[config.mk]
export PLATFORM = sky130hd
export DESIGN_NAME = black_point_levels_unit_flat
export DESIGN_NICKNAME = d
export VERILOG_FILES = /design/src/hw/rtl/blpl_pkg.sv /design/src/hw/rtl/blpl_pix_if.sv /design/src/hw/rtl/blpl_table_fill.sv /design/src/hw/rtl/black_point_levels_unit.sv /design/src/flat_wrapper.sv
export SDC_FILE = /design/constraint.sdc
export NUM_CORES = 2
export LEC_CHECK = 0
export ABC_CLOCK_PERIOD_IN_PS = 11400
export BUFFER_PORTS_ARGS = -buffer_cell sky130_fd_sc_hd__clkbuf_2
export CAP_MARGIN = 20
export CORE_AREA = 2 2 484 486
export CTS_CLUSTER_DIAMETER = 80
export CTS_CLUSTER_SIZE = 16
export DETAILED_ROUTE_END_ITERATION = 8
export DIE_AREA = 0 0 486 488
export PLACE_DENSITY_LB_ADDON = 0.12
export SKIP_CTS_REPAIR_TIMING = 1
export SLEW_MARGIN = 20
export SYNTH_ARGS = -nofsm -noshare
export SYNTH_HDL_FRONTEND = slang
export SYNTH_SLANG_ARGS = --single-unit
[constraint.sdc]
create_clock -name clk -period 11.4 [get_ports clk]
set_clock_uncertainty 0.2 [all_clocks]
set_input_delay 1.14 -clock clk [delete_from_list [all_inputs] [get_ports clk]]
set_output_delay 1.14 -clock clk [all_outputs]
set_load 0.03 [all_outputs]
[src/hw/rtl/blpl_pkg.sv]
`timescale 1ns / 1ps
// blpl_pkg: shared types and constants of the black-point levels unit
// no dependencies; used by blpl_table_fill and black_point_levels_unit

package blpl_pkg;

	// full scale of a channel in 65280ths (255 * 256)
	localparam logic [15:0] LVL_FULL     = 16'd65280;
	// black level step per weight unit, input mode
	localparam logic [6:0]  LVL_IN_STEP  = 7'd102;
	// gain loss per weight unit, output mode
	localparam logic [6:0]  LVL_OUT_STEP = 7'd100;
	// floor lift per weight unit, output mode
	localparam logic [14:0] LVL_OUT_LIFT = 15'd25500;

	// one write into the channel lookup tables
	typedef struct packed {
		logic       en;
		logic [7:0] addr;
		logic [7:0] data;
	} blpl_wr_t;

endpackage

[src/hw/rtl/blpl_pix_if.sv]
`timescale 1ns / 1ps
// blpl_in_if and blpl_out_if: valid/ready pixel channels of the levels unit
// no dependencies

interface blpl_in_if;
	logic       valid;
	logic       ready;
	logic [7:0] red_in;
	logic [7:0] green_in;
	logic [7:0] blue_in;
	logic [7:0] alpha_in;
	logic       last_pixel_in;

	modport source (
		output valid, red_in, green_in, blue_in, alpha_in, last_pixel_in,
		input  ready
	);
	modport sink (
		input  valid, red_in, green_in, blue_in, alpha_in, last_pixel_in,
		output ready
	);
endinterface

interface blpl_out_if;
	logic       valid;
	logic       ready;
	logic [7:0] red_out;
	logic [7:0] green_out;
	logic [7:0] blue_out;
	logic [7:0] alpha_out;
	logic       last_pixel_out;

	modport source (
		output valid, red_out, green_out, blue_out, alpha_out, last_pixel_out,
		input  ready
	);
	modport sink (
		input  valid, red_out, green_out, blue_out, alpha_out, last_pixel_out,
		output ready
	);
endinterface

[src/hw/rtl/blpl_table_fill.sv]
`timescale 1ns / 1ps
// blpl_table_fill: computes the 256-entry channel lookup table for one weight
// one restoring division per entry; depends on blpl_pkg

module blpl_table_fill
	import blpl_pkg::*;
(
	input  logic              clk,
	input  logic              arst_n,
	input  logic              restart,
	input  logic signed [9:0] weight,
	output logic              busy,
	output blpl_wr_t          wr
);

	typedef enum logic [2:0] {
		FS_SETUP = 3'b001,
		FS_DIV   = 3'b010,
		FS_IDLE  = 3'b100
	} fill_state_t;

	fill_state_t state_q;
	logic [7:0]  addr_q;
	logic [2:0]  bit_q;
	logic [23:0] rem_q;
	logic [15:0] den_q;
	logic [7:0]  quot_q;

	logic [8:0]  pos_a;
	logic [9:0]  neg_a;
	logic [15:0] m_lvl;
	logic [15:0] s_lvl;
	logic [15:0] x_lvl;
	logic [15:0] gain;
	logic [23:0] n_calc;
	logic [15:0] d_calc;
	logic [23:0] shifted;
	logic        fits;
	logic [7:0]  quot_next;

	// numerator and divisor of the current entry
	assign pos_a = weight[8:0];
	assign neg_a = 10'(-weight);
	assign m_lvl = 16'(16'(pos_a) * 16'(LVL_IN_STEP));
	assign s_lvl = {addr_q, 8'h00};
	assign x_lvl = (s_lvl > m_lvl) ? (s_lvl - m_lvl) : '0;
	assign gain  = LVL_FULL - 16'(16'(neg_a) * 16'(LVL_OUT_STEP));

	always_comb begin
		if (weight == '0) begin
			n_calc = 24'(addr_q);
			d_calc = 16'd1;
		end else if (weight[9]) begin
			// bounded by 255 * 65280, fits 24 bits
			n_calc = 24'(24'(addr_q) * 24'(gain)) + 24'(24'(neg_a) * 24'(LVL_OUT_LIFT));
			d_calc = LVL_FULL;
		end else begin
			// times 255 as times 256 minus one
			n_calc = {x_lvl, 8'h00} - 24'(x_lvl);
			d_calc = LVL_FULL - m_lvl;
		end
	end

	// one quotient bit per cycle, msb first
	assign shifted   = 24'(den_q) << bit_q;
	assign fits      = (rem_q >= shifted);
	assign quot_next = quot_q | (8'(fits) << bit_q);

	always_ff @(posedge clk or negedge arst_n) begin
		if (!arst_n) begin
			state_q <= FS_SETUP;
			addr_q  <= '0;
			bit_q   <= '0;
		end else if (restart) begin
			state_q <= FS_SETUP;
			addr_q  <= '0;
		end else begin
			case (state_q)
				FS_SETUP: begin
					bit_q   <= 3'd7;
					state_q <= FS_DIV;
				end
				FS_DIV: begin
					bit_q <= bit_q - 3'd1;
					if (bit_q == '0) begin
						addr_q  <= addr_q + 8'd1;
						state_q <= (addr_q == 8'hFF) ? FS_IDLE : FS_SETUP;
					end
				end
				FS_IDLE: begin
					state_q <= FS_IDLE;
				end
				default: begin
					state_q <= FS_SETUP;
					addr_q  <= '0;
				end
			endcase
		end
	end

	always_ff @(posedge clk) begin
		if (state_q == FS_SETUP) begin
			rem_q  <= n_calc;
			den_q  <= d_calc;
			quot_q <= '0;
		end else if (state_q == FS_DIV) begin
			quot_q <= quot_next;
			if (fits) begin
				rem_q <= rem_q - shifted;
			end
		end
	end

	assign busy    = (state_q != FS_IDLE);
	assign wr.en   = (state_q == FS_DIV) && (bit_q == '0) && !restart;
	assign wr.addr = addr_q;
	assign wr.data = quot_next;

endmodule

[src/hw/rtl/black_point_levels_unit.sv]
`timescale 1ns / 1ps
// black_point_levels_unit: black-point levels adjustment on an RGBA8 pixel stream
// depends on blpl_pkg, blpl_in_if / blpl_out_if and blpl_table_fill
//
//  channel    kind         direction  word
//  pixels     valid/ready  into unit  red_in, green_in, blue_in, alpha_in, last_pixel_in
//  adjusted   valid/ready  out        red_out, green_out, blue_out, alpha_out, last_pixel_out
//  cfg        write only   into unit  cfg_wdata = weight_level, taken when cfg_we
//
// one pixel per clock while not rebuilding or stalled, through two register stages:
// an accepted word enters the read stage, then the result register that drives adjusted;
// the three table read ports (two on one copy, one on the other) serve red, green and blue
// after reset and after every weight write the tables are rebuilt: 256 entries, each
// a setup step plus 8 divide steps, with pixels.ready low throughout the rebuild
// a stall on adjusted holds the result register, then the read stage, then ready

module black_point_levels_unit
	import blpl_pkg::*;
(
	input  logic             clk,
	input  logic             arst_n,
	blpl_in_if.sink          pixels,
	blpl_out_if.source       adjusted,
	input  logic             cfg_we,
	input  logic [9:0]       cfg_wdata
);

	// weight register, signed 1/256 units
	logic signed [9:0] weight_q;

	// table builder
	logic     fill_busy;
	blpl_wr_t wr;

	// two copies of the channel table: red and green read copy a, blue reads copy b
	logic [7:0] lut_a [256];
	logic [7:0] lut_b [256];

	// read stage
	logic       valid_s1;
	logic [7:0] red_s1;
	logic [7:0] green_s1;
	logic [7:0] blue_s1;
	logic [7:0] alpha_s1;
	logic       last_s1;

	// result register
	logic       out_valid_q;
	logic [7:0] red_q;
	logic [7:0] green_q;
	logic [7:0] blue_q;
	logic [7:0] alpha_q;
	logic       last_q;

	logic advance;
	logic take;

	always_ff @(posedge clk or negedge arst_n) begin
		if (!arst_n) begin
			weight_q <= '0;
		end else if (cfg_we) begin
			weight_q <= cfg_wdata;
		end
	end

	blpl_table_fill u_fill (
		.clk     (clk),
		.arst_n  (arst_n),
		.restart (cfg_we),
		.weight  (weight_q),
		.busy    (fill_busy),
		.wr      (wr)
	);

	// result register frees up when empty or being taken
	assign advance = !out_valid_q || adjusted.ready;
	// read stage takes a pixel when empty or moving on, never during a rebuild
	assign pixels.ready = !fill_busy && (!valid_s1 || advance);
	assign take = pixels.valid && pixels.ready;

	// table memories: one write port, registered reads
	always_ff @(posedge clk) begin
		if (wr.en) begin
			lut_a[wr.addr] <= wr.data;
			lut_b[wr.addr] <= wr.data;
		end
		if (take) begin
			red_s1   <= lut_a[pixels.red_in];
			green_s1 <= lut_a[pixels.green_in];
			blue_s1  <= lut_b[pixels.blue_in];
			alpha_s1 <= pixels.alpha_in;
			last_s1  <= pixels.last_pixel_in;
		end
	end

	always_ff @(posedge clk or negedge arst_n) begin
		if (!arst_n) begin
			valid_s1    <= 1'b0;
			out_valid_q <= 1'b0;
		end else begin
			if (take) begin
				valid_s1 <= 1'b1;
			end else if (advance) begin
				valid_s1 <= 1'b0;
			end
			if (advance) begin
				out_valid_q <= valid_s1;
			end
		end
	end

	// result payload loads when the read stage moves on
	always_ff @(posedge clk) begin
		if (advance && valid_s1) begin
			red_q   <= red_s1;
			green_q <= green_s1;
			blue_q  <= blue_s1;
			alpha_q <= alpha_s1;
			last_q  <= last_s1;
		end
	end

	assign adjusted.valid          = out_valid_q;
	assign adjusted.red_out        = red_q;
	assign adjusted.green_out      = green_q;
	assign adjusted.blue_out       = blue_q;
	assign adjusted.alpha_out      = alpha_q;
	assign adjusted.last_pixel_out = last_q;

`ifndef SYNTH
	// a table write never coincides with a pixel read
	a_no_read_while_fill: assert property (@(posedge clk) disable iff (!arst_n)
		wr.en |-> !take)
		else $error("table written while a pixel was read");

	// a weight write always starts a rebuild
	a_cfg_starts_fill: assert property (@(posedge clk) disable iff (!arst_n)
		cfg_we |=> fill_busy)
		else $error("weight write did not start a table rebuild");

	// a pixel stuck in the read stage keeps its words
	a_s1_holds: assert property (@(posedge clk) disable iff (!arst_n)
		(valid_s1 && !advance) |=> (valid_s1 && $stable(red_s1) && $stable(alpha_s1)))
		else $error("read stage lost its pixel during a stall");
`endif

endmodule

[src/flat_wrapper.sv]
// flat-port wrapper written by rule: the top's interface ports become plain ports
module black_point_levels_unit_flat import blpl_pkg::*;
  (clk, arst_n, cfg_we, cfg_wdata, pixels_valid, pixels_red_in, pixels_green_in, pixels_blue_in, pixels_alpha_in, pixels_last_pixel_in, pixels_ready, adjusted_valid, adjusted_red_out, adjusted_green_out, adjusted_blue_out, adjusted_alpha_out, adjusted_last_pixel_out, adjusted_ready);
  blpl_in_if pixels_i ();
  blpl_out_if adjusted_i ();
  input  logic clk;
  input  logic arst_n;
  input  logic cfg_we;
  input  logic [9:0] cfg_wdata;
  input wire logic [$bits(pixels_i.valid)-1:0] pixels_valid;
  input wire logic [$bits(pixels_i.red_in)-1:0] pixels_red_in;
  input wire logic [$bits(pixels_i.green_in)-1:0] pixels_green_in;
  input wire logic [$bits(pixels_i.blue_in)-1:0] pixels_blue_in;
  input wire logic [$bits(pixels_i.alpha_in)-1:0] pixels_alpha_in;
  input wire logic [$bits(pixels_i.last_pixel_in)-1:0] pixels_last_pixel_in;
  output wire logic [$bits(pixels_i.ready)-1:0] pixels_ready;
  output wire logic [$bits(adjusted_i.valid)-1:0] adjusted_valid;
  output wire logic [$bits(adjusted_i.red_out)-1:0] adjusted_red_out;
  output wire logic [$bits(adjusted_i.green_out)-1:0] adjusted_green_out;
  output wire logic [$bits(adjusted_i.blue_out)-1:0] adjusted_blue_out;
  output wire logic [$bits(adjusted_i.alpha_out)-1:0] adjusted_alpha_out;
  output wire logic [$bits(adjusted_i.last_pixel_out)-1:0] adjusted_last_pixel_out;
  input wire logic [$bits(adjusted_i.ready)-1:0] adjusted_ready;
  assign pixels_i.valid = pixels_valid;
  assign pixels_i.red_in = pixels_red_in;
  assign pixels_i.green_in = pixels_green_in;
  assign pixels_i.blue_in = pixels_blue_in;
  assign pixels_i.alpha_in = pixels_alpha_in;
  assign pixels_i.last_pixel_in = pixels_last_pixel_in;
  assign pixels_ready = pixels_i.ready;
  assign adjusted_valid = adjusted_i.valid;
  assign adjusted_red_out = adjusted_i.red_out;
  assign adjusted_green_out = adjusted_i.green_out;
  assign adjusted_blue_out = adjusted_i.blue_out;
  assign adjusted_alpha_out = adjusted_i.alpha_out;
  assign adjusted_last_pixel_out = adjusted_i.last_pixel_out;
  assign adjusted_i.ready = adjusted_ready;
  black_point_levels_unit u_core (.clk(clk), .arst_n(arst_n), .pixels(pixels_i), .adjusted(adjusted_i), .cfg_we(cfg_we), .cfg_wdata(cfg_wdata));
endmodule
==> summary.md <==
| Metric | Value |
|---|---|
| Internal power | `15.1 mW` |
| Leading register cell type out of synthesis | `edfxtp_1` |
| Sequential cell fraction of total power | `~41%` |
| R2R Setup Slk | `~1100 ps` |
| Clock root buffer | `clkbuf_16` |
| Critical path capture point type | `flip-flop` |
| Antenna Violating Nets Remaining | `0` |
| Syn nets | `between 7000 and 8000` |
| Cell repeated most along the worst path | `inv_1` |
| CTS buffer count | `158` |
| Slowest-stage cell, CP | `dfrtp_1` |
| Fmax | `0.0971 GHz` |
| DR pass1 iterations | `5` |
| WP data arrival | `approximately 11000 ps` |
| Filler cells | `approximately 17000` |
| Die area | `~240000 um^2` |
| Reg clk slew, reported paths | `approximately 70 ps` |
| Fin crit share | `between 90% and 100%` |
| Buffers on Ports | `between 80 and 90` |
| Die Span Y | `about 490 um` |
| Routed WL | `392 mm` |
| H-tree levels | `4` |
| CP Launch Point | `u_core.weight_q[2]$_DFFE_PN0P_` |
| RSZ-0062 raised after global routing | `false` |
| Reg2Reg Depth | `36` |
| Max-slew headroom | `approximately a fifth` |
| Min cycle time layout | `10300 ps` |
| Total congestion overflow | `0` |
| Final Wtd Congestion | `about 0.88` |
| Per-cell routed wire length | `40.6 um` |
| Levels on crit path | `36` |
| Gate power share | `between 30% and 40%` |
| Status | `completed` |
| HP Class | `flip-flop to flip-flop` |
| Unique masters post-synth | `77` |
| Critical path class | `flip-flop to flip-flop` |
| Die X | `about 490 um` |
| CP endpoint | `u_core.u_fill.rem_q[23]$_DFFE_PP_` |
| Core area | `~230000 um^2` |
| Initial antenna violation count | `32` |
| Final net count | `6959` |
| Dpl ws | `1180 ps` |
| Yosys Warn Count | `0` |
| Final HPWL DP | `between 200 and 250 mm` |
| Worst slew pin tran | `1220 ps` |
| Dpl cells | `between 9000 and 10000` |
| Clk buf depth | `3` |
| Hold Vio Cnt, Final | `0` |
| Clock power frac | `a little under a quarter` |
| Pleak | `41.6 nW` |
| Fin cells | `about 9700` |
| First-pass GRT wire length | `around 550 mm` |
| Final setup violation count | `0` |
| Most frequent cells in the layout | `2154 x edfxtp_1, 2045 x mux4_2, 308 x nor2_1` |
| Top-Level Pins | `just over 80` |
| Routed vias | `approximately 74000` |
| Num rows | `about 180` |
| Crit start category | `flip-flop` |
| Switching Power | `approximately 8 mW` |
| TritonCTS clock tree | `yes` |
| DRC errors left | `0` |
| Vias per Instance | `approximately 7.6` |
| Max Slew Vio Count | `0` |
| #FFs+latches synth | `about 2200` |
| Setup TNS Final | `0 ps` |
| Initial DRC count | `11100` |
| Commonest non-fill, non-tap cell in the layout | `edfxtp_1` |
| Worst-Skew Late Latency | `850 ps` |
| GRT Util Overall | `between 30% and 40%` |
| CP delay by family, top | `adder cells` |
| PD cells | `around 170 nW/um^2` |
| Syn_area_per_cell | `around 19 um^2` |
| Critical R2R Capture | `u_core.u_fill.rem_q[23]$_DFFE_PP_` |
| Worst path max stage delay | `roughly 620 ps` |
| Initial Util | `a little over half` |
| Synth Cell Area | `approximately 130000 um^2` |
| Buf/Inv on CP | `9` |
| CTS Sinks | `approximately 2200` |
| Pin count of the biggest net entering global routing | `roughly 200` |
| VDD IR max | `0.338 mV` |
| Vias in the first global route | `~73000` |
| Max-cap violations | `0` |
| Crit-path max FO | `11` |
| Syn Inst Count | `about 6600` |
| Worst Setup Slack, final | `between 1000 and 1500 ps` |
| Area grow syn2layout | `6.86%` |
| CP required | `~12000 ps` |
| Async SR Flop Fraction | `1.19%` |
| Number of flops mapped to enable cells by yosys | `~2200` |
| WHS | `~220 ps` |
| Seq/Total Area, Yosys | `51.5%` |
| Switching Fraction | `34.3%` |
| Critical R2R Launch | `u_core.weight_q[2]$_DFFE_PN0P_` |
| Proportion of layout cells with a drive suffix above 1 | `slightly below 40%` |
[flip-flops by register name, summed over array words and instances (netlist names), 10 cells and up]
name,flops
u_core.u_fill.den_q,16
u_core.u_fill.rem_q,24
u_core.weight_q,10
u_core.lut_b,2040
[cells by family (layout without fill, tap and decap cells)]
logic type | count (synthesis) | in the layout | share of synthesized area [%]
AO/OA/AOI/OAI | 324 | 324 | 1.60
XOR/XNOR | 129 | 129 | 0.888
adder cells (fa/ha/maj) | 351 | 351 | 4.30
buffers and inverters | 790 | 760 | 2.55
flip-flops | 2188 | 2188 | 51.5
multiplexers | 2069 | 2069 | 36.4
other | 0 | 9 | 0
AND/OR/NAND/NOR | 781 | 781 | 2.75
[cells in the mapped netlist, drive strengths merged, types with 27 or more instances]
library cell | n | area (um^2)
nor2 | 366 | 1370
ha | 208 | 2600
buf | 243 | 1190
mux4 | 2045 | 46100
clkbuf | 296 | 1110
a21o | 33 | 248
nand2 | 176 | 661
inv | 248 | 931
o21ai | 74 | 374
and2 | 68 | 425
xnor2 | 81 | 709
xor2 | 48 | 420
nor3 | 44 | 231
nor2b | 27 | 169
edfxtp | 2154 | 64700
a21oi | 107 | 539
fa | 143 | 2860
[per-layer routing]
layer,global-route usage (%),up-vias,part of all wire [%]
li1,-,28300,-
met1,45.7,39600,36
met2,52.3,4926,48
met3,7.96,834,11
met4,14.1,16,4.9
met5,0,-,0.031
[how the worst min path moves through the flow]
stage / from / to / slack [ps] / cells past startpoint
2_1_floorplan: u_core.alpha_s1[0]$_DFFE_PP_ / u_core.adjusted.alpha_out[0]$_DFFE_PP_ / 200 / 0
3_3_place_gp: u_core.alpha_s1[3]$_DFFE_PP_ / u_core.adjusted.alpha_out[3]$_DFFE_PP_ / 200 / 0
3_5_place_dp: u_core.alpha_s1[2]$_DFFE_PP_ / u_core.adjusted.alpha_out[2]$_DFFE_PP_ / 200 / 0
4_1_cts: pixels_alpha_in[6] / u_core.alpha_s1[6]$_DFFE_PP_ / 210 / 1
5_1_grt: u_core.red_s1[4]$_DFFE_PP_ / u_core.adjusted.red_out[4]$_DFFE_PP_ / 230 / 0
6_report: u_core.red_s1[0]$_DFFE_PP_ / u_core.adjusted.red_out[0]$_DFFE_PP_ / 220 / 0
[worst reg2reg max path: cells and delay by family, from the launching register on]
family,cells,cell delay [ps]
XOR/XNOR,3,740
buffers and inverters,9,820
AO/OA/AOI/OAI,9,2120
flip-flops,1,620
adder cells (fa/ha/maj),12,5240
AND/OR/NAND/NOR,3,290
[power groups by stage]
stage	clock network, mW	logic (mW)	registers [mW]
floorplan	0	5.79	9.64
global placement	0	7.99	9.61
detailed placement	0	8.06	9.61
CTS	5.50	8.08	9.43
global route	5.76	8.94	9.44
finish	5.45	8.09	9.43
[metrics by stage]
step,util (%),instance area (um^2),power (mW)
floorplan,-,127000,15.4
global placement,56.6,131000,17.6
detailed placement,56.6,131000,17.7
CTS,58.5,136000,23.0
global route,58.6,136000,24.1
finish,58.6,136000,23.0
[area by class of cell]
| type | instances | area [um^2] | area share (%) |
|---|---|---|---|
| clock buffers | 178 | 4090 | 3.01 |
| flip-flops and latches | 2188 | 65500 | 48.2 |
| multi-input cells | 3654 | 58700 | 43.2 |
| well taps | 3043 | 3810 | 2.80 |
| repair buffers | 307 | 2560 | 1.88 |
| clock inverters | 24 | 322 | 0.237 |
| diodes | 9 | 22.5 | 0.0166 |
| inverters | 251 | 942 | 0.693 |
(Power assumes the default switching activity.)
